$ cat config.mk
export PLATFORM = sky130hd
export DESIGN_NAME = led_effect_sequencer_top
export DESIGN_NICKNAME = d
export VERILOG_FILES = /design/src/sv/les_pkg.sv /design/src/sv/les_div_unit.sv /design/src/sv/led_effect_sequencer_top.sv
export SDC_FILE = /design/constraint.sdc
export NUM_CORES = 1
export LEC_CHECK = 0
export ABC_AREA = 1
export ABC_CLOCK_PERIOD_IN_PS = 14430
export BUFFER_PORTS_ARGS = -buffer_cell sky130_fd_sc_hd__clkbuf_2
export CAP_MARGIN = 20
export CORE_ASPECT_RATIO = 1.2
export CORE_MARGIN = 2
export CORE_UTILIZATION = 40
export CTS_CLUSTER_DIAMETER = 60
export DETAILED_ROUTE_END_ITERATION = 6
export PLACE_DENSITY = 0.54
export SYNTH_ARGS = -nofsm -noshare
export SYNTH_HDL_FRONTEND = slang
export SYNTH_SLANG_ARGS = --single-unit
$ cat constraint.sdc
create_clock -name clk -period 14.43 [get_ports clk]
set_input_delay 2.886 -clock clk [delete_from_list [all_inputs] [get_ports clk]]
set_output_delay 2.886 -clock clk [all_outputs]
set_load 0.01 [all_outputs]
$ cat src/sv/les_pkg.sv
package les_pkg;

  localparam int LED_COUNT = 6;
  localparam int LED_W = $clog2(LED_COUNT + 1);
  localparam int K_W = $clog2(LED_COUNT);
  localparam int CD_W = 8;
  localparam int LVL_W = 6;
  localparam int COLOR_W = 8;
  localparam int PROD_W = COLOR_W + LVL_W;
  localparam int MUL_W = 16;
  localparam int RECIP_SH = 20;
  localparam int ADDR_W = 5;

  localparam logic [2:0] REG_MODE  = 3'd0;
  localparam logic [2:0] REG_SPEED = 3'd1;
  localparam logic [2:0] REG_RED   = 3'd2;
  localparam logic [2:0] REG_GREEN = 3'd3;
  localparam logic [2:0] REG_BLUE  = 3'd4;
  localparam logic [2:0] REG_BLED  = 3'd5;

  localparam logic [1:0] MODE_METEOR = 2'd1;
  localparam logic [1:0] MODE_BREATH = 2'd2;

  localparam logic [1:0] SPEED_SLOW = 2'd0;
  localparam logic [1:0] SPEED_MED  = 2'd1;
  localparam logic [1:0] SPEED_FAST = 2'd2;

  function automatic logic [1:0] sat_speed(input logic [1:0] s);
    sat_speed = (s > SPEED_FAST) ? SPEED_FAST : s;
  endfunction

  function automatic logic [CD_W-1:0] meteor_period(input logic [1:0] s);
    unique case (s)
      SPEED_SLOW: meteor_period = CD_W'(200);
      SPEED_MED:  meteor_period = CD_W'(140);
      default:    meteor_period = CD_W'(80);
    endcase
  endfunction

  function automatic logic [LVL_W-1:0] breath_span(input logic [1:0] s);
    unique case (s)
      SPEED_SLOW: breath_span = LVL_W'(50);
      SPEED_MED:  breath_span = LVL_W'(35);
      default:    breath_span = LVL_W'(25);
    endcase
  endfunction

endpackage

$ cat src/sv/les_div_unit.sv
module les_div_unit (
  input  logic                        clk,
  input  logic                        rst,
  input  logic                        start,
  input  logic [les_pkg::COLOR_W-1:0] color,
  input  logic [les_pkg::LVL_W-1:0]   level,
  input  logic [les_pkg::LVL_W-1:0]   span,
  output logic                        done,
  output logic [les_pkg::COLOR_W-1:0] quot
);
  import les_pkg::*;

  logic [MUL_W-1:0]   op_a;
  logic [MUL_W-1:0]   op_b;
  logic [2*MUL_W-1:0] prod;
  logic [MUL_W-1:0]   recip;
  logic [PROD_W-1:0]  x;
  logic               busy;

  // floor(x/span) as (x*recip) >> RECIP_SH, exact for x up to 255*span
  always_comb begin
    unique case (span)
      LVL_W'(50): recip = MUL_W'(20972);
      LVL_W'(35): recip = MUL_W'(29960);
      default:    recip = MUL_W'(41944);
    endcase
  end

  // one multiplier: color*level on start, then product*recip
  assign op_a = busy ? MUL_W'(x) : MUL_W'(color);
  assign op_b = busy ? recip : MUL_W'(level);
  assign prod = {{MUL_W{1'b0}}, op_a} * {{MUL_W{1'b0}}, op_b};

  always_ff @(posedge clk) begin
    if (rst) begin
      busy <= 1'b0;
      done <= 1'b0;
    end else begin
      done <= 1'b0;
      if (start) begin
        busy <= 1'b1;
      end else if (busy) begin
        busy <= 1'b0;
        done <= 1'b1;
      end
    end
  end

  always_ff @(posedge clk) begin
    if (start) begin
      x <= prod[PROD_W-1:0];
    end else if (busy) begin
      quot <= prod[RECIP_SH+COLOR_W-1:RECIP_SH];
    end
  end

endmodule

$ cat src/sv/led_effect_sequencer_top.sv
// LED effect sequencer for a ring of six RGB LEDs. Each tick transfer is one
// millisecond (tick=1) or no time (tick=0); a due step produces its LED writes
// on the out channel, with last marking the write that latches the frame. A
// tick that causes no step leaves the sequencer idle, as does a breathing step
// on a LED past the ring. A meteor step issues one write per cycle while the
// output register is free. A breathing step sends its three color channels one
// after another through a single multiplier that forms color*level and then
// scales it by a reciprocal of the span. New ticks are refused until the
// current step has handed all its writes to the output register. A write to
// any of the six configuration registers over the APB port restarts
// the effect.
module led_effect_sequencer_top (
  input  logic                          clk,
  input  logic                          rst,
  input  logic                          in_valid,
  output logic                          in_ready,
  input  logic                          tick,
  output logic                          out_valid,
  input  logic                          out_ready,
  output logic [2:0]                    led,
  output logic [les_pkg::COLOR_W-1:0]   red_out,
  output logic [les_pkg::COLOR_W-1:0]   green_out,
  output logic [les_pkg::COLOR_W-1:0]   blue_out,
  output logic                          last,
  input  logic                          psel,
  input  logic                          penable,
  input  logic                          pwrite,
  input  logic [les_pkg::ADDR_W-1:0]    paddr,
  input  logic [31:0]                   pwdata,
  output logic [31:0]                   prdata,
  output logic                          pready
);
  import les_pkg::*;

  localparam logic [2:0] ST_IDLE = 3'd0;
  localparam logic [2:0] ST_MET  = 3'd1;
  localparam logic [2:0] ST_MUL  = 3'd2;
  localparam logic [2:0] ST_DIV  = 3'd3;
  localparam logic [2:0] ST_EMIT = 3'd4;

  logic [1:0]         effect_mode;
  logic [1:0]         speed;
  logic [COLOR_W-1:0] red, green, blue;
  logic [2:0]         breath_led;

  logic [2:0]         st;
  logic [CD_W-1:0]    countdown;
  logic [LED_W-1:0]   meteor_position;
  logic [LVL_W-1:0]   breath_level;
  logic               breath_falling;
  logic [LED_W-1:0]   led_cur;
  logic [K_W-1:0]     k;
  logic [LVL_W-1:0]   lv;
  logic [LVL_W-1:0]   span;
  logic [1:0]         ch;
  logic [COLOR_W-1:0] q_red, q_green, q_blue;

  logic               cfg_wr;
  logic [2:0]         cfg_idx;
  logic               in_xfer;
  logic               out_free;
  logic [1:0]         s;
  logic [CD_W-1:0]    cd_dec;
  logic [LVL_W-1:0]   lv_clip;
  logic [LVL_W-1:0]   lv_next;
  logic               falling_next;
  logic [LVL_W-1:0]   span_now;
  logic [2:0]         sh1, sh2;
  logic               k_last;
  logic               div_start;
  logic               div_done;
  logic [COLOR_W-1:0] div_color;
  logic [COLOR_W-1:0] div_quot;

  assign pready   = 1'b1;
  assign cfg_wr   = psel && penable && pwrite;
  assign cfg_idx  = paddr[4:2];
  assign in_ready = (st == ST_IDLE);
  assign in_xfer  = in_valid && in_ready;
  assign out_free = !out_valid || out_ready;

  assign s        = sat_speed(speed);
  assign span_now = breath_span(s);
  assign cd_dec   = (tick && countdown != '0) ? countdown - 1'b1 : countdown;
  assign lv_clip  = (breath_level > span_now) ? span_now : breath_level;
  assign sh1      = 3'd3 + {1'b0, s};
  assign sh2      = 3'd4 + {1'b0, s};
  assign k_last   = (k == K_W'(LED_COUNT - 1));

  always_comb begin
    lv_next      = lv_clip;
    falling_next = breath_falling;
    if (breath_falling) begin
      lv_next = (lv_clip > '0) ? lv_clip - 1'b1 : '0;
      if (lv_next <= LVL_W'(1)) begin
        lv_next      = LVL_W'(1);
        falling_next = 1'b0;
      end
    end else begin
      lv_next = lv_clip + 1'b1;
      if (lv_next >= span_now) begin
        lv_next      = span_now;
        falling_next = 1'b1;
      end
    end
  end

  always_comb begin
    unique case (ch)
      2'd0:    div_color = red;
      2'd1:    div_color = green;
      default: div_color = blue;
    endcase
  end

  assign div_start = (st == ST_MUL);

  les_div_unit u_div (
    .clk   (clk),
    .rst   (rst),
    .start (div_start),
    .color (div_color),
    .level (lv),
    .span  (span),
    .done  (div_done),
    .quot  (div_quot)
  );

  // configuration registers
  always_ff @(posedge clk) begin
    if (rst) begin
      effect_mode <= '0;
      speed       <= '0;
      red         <= '0;
      green       <= '0;
      blue        <= '0;
      breath_led  <= '0;
    end else if (cfg_wr) begin
      unique case (cfg_idx)
        REG_MODE:  effect_mode <= pwdata[1:0];
        REG_SPEED: speed       <= pwdata[1:0];
        REG_RED:   red         <= pwdata[COLOR_W-1:0];
        REG_GREEN: green       <= pwdata[COLOR_W-1:0];
        REG_BLUE:  blue        <= pwdata[COLOR_W-1:0];
        REG_BLED:  breath_led  <= pwdata[2:0];
        default:   ;
      endcase
    end
  end

  always_comb begin
    unique case (cfg_idx)
      REG_MODE:  prdata = {30'd0, effect_mode};
      REG_SPEED: prdata = {30'd0, speed};
      REG_RED:   prdata = {24'd0, red};
      REG_GREEN: prdata = {24'd0, green};
      REG_BLUE:  prdata = {24'd0, blue};
      REG_BLED:  prdata = {29'd0, breath_led};
      default:   prdata = '0;
    endcase
  end

  // sequencer
  always_ff @(posedge clk) begin
    if (rst) begin
      st              <= ST_IDLE;
      countdown       <= '0;
      meteor_position <= LED_W'(LED_COUNT);
      breath_level    <= '0;
      breath_falling  <= 1'b0;
      out_valid       <= 1'b0;
      k               <= '0;
      ch              <= '0;
    end else begin
      if (out_ready) begin
        out_valid <= 1'b0;
      end
      if (cfg_wr && cfg_idx <= REG_BLED) begin
        countdown       <= '0;
        meteor_position <= LED_W'(LED_COUNT);
        breath_level    <= '0;
        breath_falling  <= 1'b0;
      end else begin
        unique case (st)
          ST_IDLE: begin
            if (in_xfer) begin
              countdown <= cd_dec;
              if (cd_dec == '0) begin
                if (effect_mode == MODE_METEOR) begin
                  countdown       <= meteor_period(s);
                  meteor_position <= (meteor_position >= LED_W'(LED_COUNT)) ?
                                     LED_W'(1) : meteor_position + 1'b1;
                  k               <= '0;
                  st              <= ST_MET;
                end else if (effect_mode == MODE_BREATH) begin
                  countdown      <= CD_W'(span_now);
                  breath_level   <= lv_next;
                  breath_falling <= falling_next;
                  ch             <= '0;
                  if (int'(breath_led) <= LED_COUNT) begin
                    st <= ST_MUL;
                  end
                end
              end
            end
          end
          ST_MET: begin
            if (out_free) begin
              out_valid <= 1'b1;
              k         <= k + 1'b1;
              if (k_last) begin
                st <= ST_IDLE;
              end
            end
          end
          ST_MUL: begin
            st <= ST_DIV;
          end
          ST_DIV: begin
            if (div_done) begin
              if (ch == 2'd2) begin
                st <= ST_EMIT;
              end else begin
                ch <= ch + 1'b1;
                st <= ST_MUL;
              end
            end
          end
          ST_EMIT: begin
            if (out_free) begin
              out_valid <= 1'b1;
              st        <= ST_IDLE;
            end
          end
          default: st <= ST_IDLE;
        endcase
      end
    end
  end

  // datapath registers
  always_ff @(posedge clk) begin
    if (st == ST_IDLE && in_xfer) begin
      led_cur <= meteor_position;
      lv      <= lv_clip;
      span    <= span_now;
    end
    if (st == ST_MET && out_free) begin
      led     <= led_cur[2:0];
      last    <= k_last;
      led_cur <= (led_cur == LED_W'(1)) ? LED_W'(LED_COUNT) : led_cur - 1'b1;
      if (k == '0) begin
        red_out   <= red;
        green_out <= green;
        blue_out  <= blue;
      end else if (k == K_W'(1)) begin
        red_out   <= red >> sh1;
        green_out <= green >> sh1;
        blue_out  <= blue >> sh1;
      end else if (k == K_W'(2)) begin
        red_out   <= red >> sh2;
        green_out <= green >> sh2;
        blue_out  <= blue >> sh2;
      end else begin
        red_out   <= '0;
        green_out <= '0;
        blue_out  <= '0;
      end
    end
    if (st == ST_DIV && div_done) begin
      if (ch == 2'd0) begin
        q_red <= div_quot;
      end
      if (ch == 2'd1) begin
        q_green <= div_quot;
      end
      if (ch == 2'd2) begin
        q_blue <= div_quot;
      end
    end
    if (st == ST_EMIT && out_free) begin
      led       <= breath_led;
      red_out   <= q_red;
      green_out <= q_green;
      blue_out  <= q_blue;
      last      <= 1'b1;
    end
  end

endmodule

Word level (Yosys, flattened, before mapping)
Index checks and enable logic that the tools add are counted.
Widths: inputs -> output; s select.
- divide/modulo/power cells: 0
- equality and inequality tests: 32
- add/sub/neg operators: 9
- $lt $le $gt $ge: 8
- multipliers: 1
- bitwise operators: 3
- mux-type cells: 70
- shift operators: 6
- reduce and logical (&&, ||, !) cells: 41
- operators by type and width (operator ; count):
    $mux 8 ; 19
    $mux 3 ; 20
    $pmux 8 s6 ; 1
    $shr 8x3->8 ; 6
    $pmux 16 s2 ; 1
    $pmux 8 s2 ; 2
    $mux 6 ; 5
    $mul 16x16->28 ; 1
    $reduce_and 2->1 ; 11
    $mux 16 ; 1
    $eq 3x2->1 const B ; 5
    $pmux 3 s5 ; 1
    $mux 14 ; 1
    $mux 2 ; 7
    $eq 3x1->1 const B ; 4
    $eq 3x3->1 const B ; 4
    $eq 6x6->1 const B ; 2
    $pmux 6 s2 ; 1
    $ne 2x1->1 const B ; 5
    $ne 2x2->1 const B ; 5
    $logic_and 1x1->1 ; 9
    $logic_not 3->1 ; 3
    $mux 1 ; 9
    $reduce_and 9->1 ; 1
    32 further kinds ; 46
- bits in read-only memories: 0
- latch bits: 0
- logic and storage cells: 199
- flip-flop bits (word level): 149
- RAM bits: 0
- output and inout bits: 63
- memories kept: 0

Longest topological paths before layout
Gate-level depths: netlist (run 1).
- depth after elaboration: 11
- mapped depth: 33
- gate-level depth less buffers: 33

By module
Synthesis (run 1) repeated with hierarchy kept, for this count alone.
- cells, all modules: 1859
- area total of the unflattened synthesis: 14905.5 um2
- modules (own cells, without submodules) (module ; cells each ; seq. area each (um2) ; area an instance (um2) ; times used):
    les_div_unit ; 997 ; 700.7 ; 7970.1 ; 1
    led_effect_sequencer_top ; 862 ; 3103.0 ; 6935.4 ; 1

Least setup slack after synthesis (run 1)
No wires, ideal clock.
- path type: input-to-output
- from: input port paddr[3] (netlist name)
- to: output port prdata[1]
- data required time: 11544 ps
- data arrival time: 3695 ps
- buffers on the path: 0
- stages: 8
- setup slack: 7849 ps
- cells stage by stage: inv_1 nor2_1 inv_1 nor2_1 inv_1 o22ai_1 a221oi_1 o221ai_1
- longest elaborated chain between the ends: 2
- elaborated cells on any way between the ends: 7
- ends and longest elaborated chain (item ; RTL line ; source):
    start: declaration ; led_effect_sequencer_top.sv:28 ; input logic [les_pkg::ADDR_W-1:0] paddr,
    $eq 3x3->1, or another cell as far along ; led_effect_sequencer_top.sv:152 ; unique case (cfg_idx)
    $pmux 8 s6 (*) ; led_effect_sequencer_top.sv:152 ;
    end: declaration ; led_effect_sequencer_top.sv:30 ; output logic [31:0] prdata,
Every way passes the cells marked *; elsewhere a longest branch is shown, timed or not.

Final worst setup path (run 1)
- from: register span[4]
- to: register u_div.quot[3] (netlist name) (data pin)
- longest elaborated chain between the ends: 4
- elaborated cells on any way between the ends: 5
- ends and longest elaborated chain (item ; RTL line ; source):
    start: declaration ; led_effect_sequencer_top.sv:54 ; logic [LVL_W-1:0] span;
    start signal: assignment ; led_effect_sequencer_top.sv:246 ; span <= span_now;
    $eq 6x6->1 ; les_div_unit.sv:22 ; unique case (span)
    $pmux 16 s2 (*) ; les_div_unit.sv:22 ;
    $mux 16 (*) ; les_div_unit.sv:31 ; assign op_b = busy ? recip : MUL_W'(level);
    $mul 16x16->28 (*) ; les_div_unit.sv:32 ; assign prod = {{MUL_W{1'b0}}, op_a} * {{MUL_W{1'b0}}, op_b};
    via u_div.prod[23] ; les_div_unit.sv:15 ; logic [2*MUL_W-1:0] prod;
    end signal: assignment ; les_div_unit.sv:53 ; quot <= prod[RECIP_SH+COLOR_W-1:RECIP_SH];
    end: declaration ; les_div_unit.sv:9 ; output logic [les_pkg::COLOR_W-1:0] quot
The timed path passes the listed nets; every way through them passes the cells marked *.
A chain may end at the register's enable or synchronous reset.

==> metrics, run 1 <==
outcome completed; Placer Congestion 0.905; CTS tree done; r2r worst-path depth 26; # Post-CTS Setup Buffers 0; layout cell share with drive strength beyond 1 0.0723; Post-synth EDFFs 86; core area 35,100 sq um; R2R Setup Slk 6.62 ns; Final nets 2,089; Final Hold Vio Count 0; vias per cell 5.01; leakage power 7.56 nW; Clock Skew 0.0141 ns; total global-route track usage 0.203; CP Capture Type register; fin area 15,600 sq um; placed instance area 15,000 sq um; Hold-fix buffers, CTS 0; PostCTS Resize Cnt 0; overall routed net length 36,600 um; critical path capture point u_div.quot[3]$_DFFE_PP_; CP startpoint span[4]$_DFFE_PP_; root buf cell clkbuf_16; peak supply drop 0.0000851 V; Post-Syn Area 14,300 sq um; area leader, netlist fa_1; largest net degree at the start of global routing 56; period utilization 0.541; pwr dens 65.2 nW/um^2; Cells after Synth 1,714; Syn Area/Cell 8.32 sq um; synth top area cells fa_1 (21%), edfxtp_1 (18%), ha_1 (11%), inv_1 (9.7%), dfxtp_1 (8.6%); chip width 176 um; DRC 0; Yosys warnings 0; Port Buffer Count 56; first-pass GRT wire length 58,500 um; DR iter-0 viols 708; Die ar. 37,200 sq um; ys flop type edfxtp_1; via count 11,300; Worst Setup Path Type register to register; die height 211 um; max-slew violation count 0; vias in the first global route 11,300; H-tree Lvls 4; worst r2r src span[4]$_DFFE_PP_; worst r2r dst u_div.quot[3]$_DFFE_PP_; RSZ-0062 raised after global routing no; Routed WL per cell 16.3 um; Worst Setup Start Kind register; worst path required time 14.60 ns; max cap viols 0; I/O Pins 108; share of the yosys chip area belonging to registers 0.267; CTS clk-pin slew, worst paths 0.07 ns; asr flop ratio synth 0; antenna cells 0; clock network latency to the later pin of the worst-skew pair 0.44 ns; initial antenna violation count 0; Netlist cell types 46; Hold WC Path Type register to register; 1st-pass router iterations 5; Slew HR 0.312; final setup violating endpoints 0; final hold slack 0.473 ns; Post-DRT Antenna Nets 0; worst-path maximum fanout 17; Starting Density 0.406; Yosys reg bits 147; CTS Sinks 147; Fmax 0.128 GHz; placed wire-length estimate 29,800 um; share of Yosys cell area claimed by the top area cell type 0.211; total gr overflow 0; FP Rows 75; Area Growth Syn to Fin 9.21%; Worst Tran Pin Value 1.03 ns; setup TNS 0 ns; clock buffer count from CTS 17; CP Data Arrival Time 7.98 ns; largest buffer count on any clock path 2; min Tclk post-route 7.81 ns
[final cells by class]
type | count | area, sq um
Clock buffer | 17 | 425
Clock inverter | 15 | 160
Fill cell | 3590 | 19500
Inverter | 376 | 1410
Multi-Input combinational cell | 1164 | 8840
Sequential cell | 147 | 3800
Tap cell | 462 | 578
Timing Repair Buffer | 64 | 353
[critical path, cell delays in order (launching register included)]
cell	delay, ns
edfxtp_1	0.39
nor2_1	0.10
and3_1	0.17
buf_4	0.25
inv_1	0.35
nand2_1	0.48
nor2_1	0.20
a21oi_1	0.50
nor2_1	0.14
fa_1	0.52
inv_1	0.05
fa_1	0.53
inv_1	0.05
fa_1	0.45
ha_1	0.33
fa_1	0.54
inv_1	0.06
fa_1	0.54
inv_1	0.05
ha_1	0.36
nand2_1	0.06
o21ai_0	0.49
a21oi_1	0.20
o21ai_0	0.21
a21oi_1	0.12
o21ai_0	0.26
xor2_1	0.12
[stage by stage]
step,worst slack (ns),total power (W),cells,util
after floorplan,7.85,0.000555,1749,-
final,6.62,0.00102,2245,0.444
after global placement,6.65,0.000580,2211,0.426
after CTS,6.63,0.00102,2243,0.443
after global routing,6.12,0.00106,2245,0.444
after detailed placement,6.66,0.000581,2211,0.426
[cell families after synthesis]
logic type | Yosys count | share of synthesized area
other cells | 2 | 0.000527
xor+xnor | 33 | 0.0203
flops | 147 | 0.267
buf+inv | 438 | 0.123
fa+ha+maj | 274 | 0.319
simple gates | 536 | 0.156
compound gates | 284 | 0.114
[registers in the layout, indices dropped and copies added, names as in the netlist, 4 cells and up]
name / count
q_blue: 8
countdown: 8
u_div.x: 14
red: 8
red_out: 8
q_green: 8
lv: 6
q_red: 8
green_out: 8
green: 8
blue: 8
breath_level: 6
span: 4
blue_out: 8
u_div.quot: 8
[how the worst min path moves through the flow]
| stage | startpoint | to | cells after the start | slack (ns) |
|---|---|---|---|---|
| 6_report | u_div.quot[4]$_DFFE_PP_ | q_green[4]$_DFFE_PP_ | 0 | 0.47 |
| 5_1_grt | u_div.quot[4]$_DFFE_PP_ | q_green[4]$_DFFE_PP_ | 0 | 0.49 |
| 4_1_cts | u_div.quot[4]$_DFFE_PP_ | q_green[4]$_DFFE_PP_ | 0 | 0.48 |
| 3_5_place_dp | u_div.quot[4]$_DFFE_PP_ | q_red[4]$_DFFE_PP_ | 0 | 0.47 |
| 3_3_place_gp | u_div.quot[4]$_DFFE_PP_ | q_green[4]$_DFFE_PP_ | 0 | 0.46 |
| 2_1_floorplan | u_div.quot[0]$_DFFE_PP_ | q_blue[0]$_DFFE_PP_ | 0 | 0.44 |
[cell usage in the layout (no fill, tap or decap), types with 7 or more instances in the layout]
cell type,count
inv_1,368
nand2_1,242
nor2_1,195
fa_1,150
ha_1,124
a21oi_1,96
o21ai_0,95
edfxtp_1,86
dfxtp_1,61
clkbuf_2,56
nand3_1,47
conb_1,37
xor2_1,24
o22ai_1,23
a31oi_1,18
clkbuf_16,17
nand4_1,11
o221ai_1,10
xnor2_1,9
nor3_1,8
nand2_2,7
o21ai_1,7
buf_4,7
[metal layers]
metal	wire length (um)	global-route usage	vias up
li1	-	-	5500
met5	0	0	-
met2	18600	0.363	233
met4	1040	0.0761	0
met3	1050	0.0182	63
met1	15900	0.254	5458
[power breakdown]
part | switching, W | internal (W)
Sequential | 0.00000493 | 0.000446
Combinational | 0.0000793 | 0.0000397
Clock | 0.000200 | 0.000245
Total | 0.000284 | 0.000732
[Yosys cell counts, types with 6 or more instances]
cell	count
xnor2_1	9
buf_4	25
a22o_1	6
ha_1	124
nand4_1	11
nand2_2	7
nand3_1	48
nor2_1	197
o21ai_1	7
o22ai_1	23
dfxtp_1	61
inv_1	368
a21oi_1	96
o221ai_1	10
nand2_1	242
fa_1	150
o21ai_0	95
edfxtp_1	86
clkbuf_1	33
nor3_1	8
xor2_1	24
a31oi_1	18
(Power assumes the default switching activity.)
==> run 2, diff against run 1 <==
- ABC_AREA: 1 -> 0
- ABC_CLOCK_PERIOD_IN_PS: 14430 -> 7300
- clock period: 14.43 -> 7.3 ns (I/O delays scaled with it)
==> run 2 against run 1 <==
Compared with the run above:
- cell area grew 2.5%
- via count shrank 4.1%
- clock-buffer cell count grew 5
- critical path type unchanged
- critical endpoint is now u_div.quot[6]$_DFFE_PP_
- highest routed layer unchanged
==> metrics, run 2 <==
outcome completed (unchanged); Hold WC Path Type register to register (unchanged); Yosys reg bits 147 (unchanged); Area Growth Syn to Fin 10.5% (was 9.21%); overall routed net length 36,600 um (about the same); first-pass GRT wire length 59,200 um (was 58,500 um); worst setup margin 0.428 ns (was 6.62 ns); Cells after Synth 1,562 (was 1,714); Die ar. 37,700 sq um (was 37,200 sq um); largest net degree at the start of global routing 50 (was 56); clock network latency to the later pin of the worst-skew pair 0.44 ns (about the same); Starting Density 0.404 (was 0.406); Routed WL per cell 17.3 um (was 16.3 um); die height 212 um (was 211 um); combinational share of power 0.562 (was 0.117); Placer Congestion 0.864 (was 0.905); worst path required time 7.49 ns (was 14.60 ns); min Tclk post-route 6.87 ns (was 7.81 ns); total global-route track usage 0.205 (was 0.203); layout cell share with drive strength beyond 1 0.100 (was 0.0723); area leader, netlist fa_1 (unchanged); most common cell after layout, fill and taps aside inv_1 (unchanged); Port Buffer Count 56 (unchanged); largest buffer count on any clock path 2 (unchanged); fin area 16,000 sq um (was 15,600 sq um); clock buffer count from CTS 17 (unchanged); H-tree Lvls 4 (unchanged); Post-Syn Area 14,500 sq um (was 14,300 sq um); max cap viols 0 (unchanged); Clock Power Share 0.196 (was 0.438); Worst Setup Start Kind register (unchanged); placed wire-length estimate 29,400 um (was 29,800 um); total gr overflow 0 (unchanged); initial antenna violation count 0 (unchanged); CP Data Arrival Time 7.06 ns (was 7.98 ns); CTS tree done (unchanged); Netlist cell types 77 (was 46); Clock Skew 0.00986 ns (was 0.0141 ns); Crit path max-delay family adder cells (unchanged); placed instance area 15,300 sq um (was 15,000 sq um); CTS clk-pin slew, worst paths 0.07 ns (about the same); leakage power 7.50 nW (was 7.56 nW); synth cell count leaders inv_1 (246), nor2_1 (170), fa_1 (150) (was inv_1 (368), nand2_1 (242), nor2_1 (197)); max-slew violation count 0 (unchanged); via count 10,800 (was 11,300); asr flop ratio synth 0 (unchanged); DR iter-0 viols 668 (was 708); CTS Sinks 147 (unchanged); WP buf/inv 9 (was 6); Slew HR 0.254 (was 0.312); Worst path slowest cell fa_1 (unchanged); synth top area cells fa_1 (21%), edfxtp_1 (18%), ha_1 (11%), dfxtp_1 (8.5%), inv_1 (6.4%) (was fa_1 (21%), edfxtp_1 (18%), ha_1 (11%), inv_1 (9.7%), dfxtp_1 (8.6%)); core area 35,800 sq um (was 35,100 sq um); vias per cell 5.11 (was 5.01); share of the yosys chip area belonging to registers 0.263 (was 0.267); Final nets 1,948 (was 2,089); peak supply drop 0.000194 V (was 0.0000851 V); Worst Tran Pin Value 1.11 ns (was 1.03 ns); Yosys warnings 0 (unchanged); Syn Area/Cell 9.25 sq um (was 8.32 sq um); pre-CTS WS 0.0518 ns (was 6.66 ns); final hold slack 0.475 ns (was 0.473 ns); Final Hold Vio Count 0 (unchanged); Post-DRT Antenna Nets 0 (unchanged); Fmax 0.146 GHz (was 0.128 GHz); CP Capture Type register (unchanged); setup TNS 0 ns (unchanged); Worst Setup Path Type register to register (unchanged); final setup violating endpoints 0 (unchanged); vias in the first global route 11,200 (was 11,300); CP most frequent cell inv_1; top-count cell post-synth inv_1 (unchanged); root buf cell clkbuf_16 (unchanged); ys flop type edfxtp_1 (unchanged); cell internal pwr 0.00258 W (was 0.000732 W); 1st-pass router iterations 6 (was 5); Reg power frac 0.242 (was 0.444); Largest register FFs 14 (unchanged); worst-path maximum fanout 8 (was 17); switching part of the total power 0.429 (was 0.280); period utilization 0.941 (was 0.541); DRC 0 (unchanged); Hold-fix buffers, CTS 0 (unchanged); FP Rows 76 (was 75); register with the most flip-flops u_div.x (unchanged); Post-synth EDFFs 86 (unchanged); RSZ-0062 raised after global routing no (unchanged); CP peak stage delay 0.53 ns (was 0.54 ns); chip width 178 um (was 176 um); share of Yosys cell area claimed by the top area cell type 0.208 (was 0.211); I/O Pins 108 (unchanged); pwr dens 283 nW/um^2 (was 65.2 nW/um^2); antenna cells 0 (unchanged); commonest cells after routing, fill and taps aside inv_1 (246), nor2_1 (168), fa_1 (150), nand2_1 (137), ha_1 (122) (was inv_1 (368), nand2_1 (242), nor2_1 (195), fa_1 (150), ha_1 (124)); NetSw 0.00194 W (was 0.000284 W)
==> run 2: cell types whose count changed after synthesis, moves of 23 or more <==
cell,before,now
a21oi_1,96,73
inv_1,368,246
mux2i_1,0,71
nand2_1,242,137
nand3_1,48,24
nor2_1,197,170
o21ai_0,95,64
==> run 2: final timing paths <==
path	start	to	slack, ns	cells after the start
max	ch[1]$_SDFFE_PP0P_	u_div.quot[6]$_DFFE_PP_	0.43	28
min reg2reg	u_div.quot[0]$_DFFE_PP_	q_blue[0]$_DFFE_PP_	0.47	0
max reg2reg	ch[1]$_SDFFE_PP0P_	u_div.quot[6]$_DFFE_PP_	0.43	28
min	u_div.quot[0]$_DFFE_PP_	q_blue[0]$_DFFE_PP_	0.47	0
==> run 2: cell type report <==
class / count / area (sq um)
clock buffers: 22 / 474
clock inverters: 10 / 124
fillers: 3529 / 19800
inverters: 247 / 927
multi-input cells: 1120 / 9470
flip-flops and latches: 147 / 3800
well taps: 468 / 586
repair buffers: 96 / 581
==> run 2: worst reg2reg max path: cells and delay by family (launching register included) <==
kind                     cells  cell delay (ns)
adder cells (fa/ha/maj)      8             3.48
AO/OA/AOI/OAI                7             1.37
buffers and inverters        9             0.73
AND/OR/NAND/NOR              3             0.62
flip-flops                   1             0.36
XOR/XNOR                     1             0.08
==> run 2: layer usage <==
metal | track usage | vias to the layer above | share of wire
met5 | 0 | - | 0
met4 | 0.0687 | 0 | 0.025
met3 | 0.0274 | 59 | 0.034
met2 | 0.369 | 229 | 0.51
met1 | 0.251 | 5271 | 0.43
li1 | - | 5231 | -
==> run 2: power by group through the flow <==
stage	clock [W]	sequential (W)	combinational (W)
3_3_place_gp	0	0.00111	0.00252
5_1_grt	0.000942	0.00111	0.00295
3_5_place_dp	0	0.00111	0.00253
6_report	0.000888	0.00109	0.00254
2_1_floorplan	0	0.00108	0.00191
4_1_cts	0.000909	0.00109	0.00256
==> run 2: metrics by stage <==
stage	power, W	utilization	cells
after floorplan	0.00298	-	1597
after global placement	0.00363	0.428	2075
after detailed placement	0.00364	0.428	2075
after CTS	0.00457	0.445	2107
after global routing	0.00500	0.447	2110
final	0.00452	0.447	2110
==> run 2: logic make-up after synthesis <==
| kind of cell | after synthesis | synth area share |
|---|---|---|
| AND/OR/NAND/NOR | 452 | 0.142 |
| adder cells (fa/ha/maj) | 274 | 0.315 |
| other | 2 | 0.000520 |
| flip-flops | 147 | 0.263 |
| XOR/XNOR | 31 | 0.0188 |
| buffers and inverters | 330 | 0.0946 |
| multiplexers | 75 | 0.0526 |
| AO/OA/AOI/OAI | 251 | 0.113 |
==> run 2: timing repair <==
action / 4_1_cts / 5_1_grt
setup endpoints to repair: 0 / 7
setup buffers: 0 / 2
gates resized for setup: 0 / 14
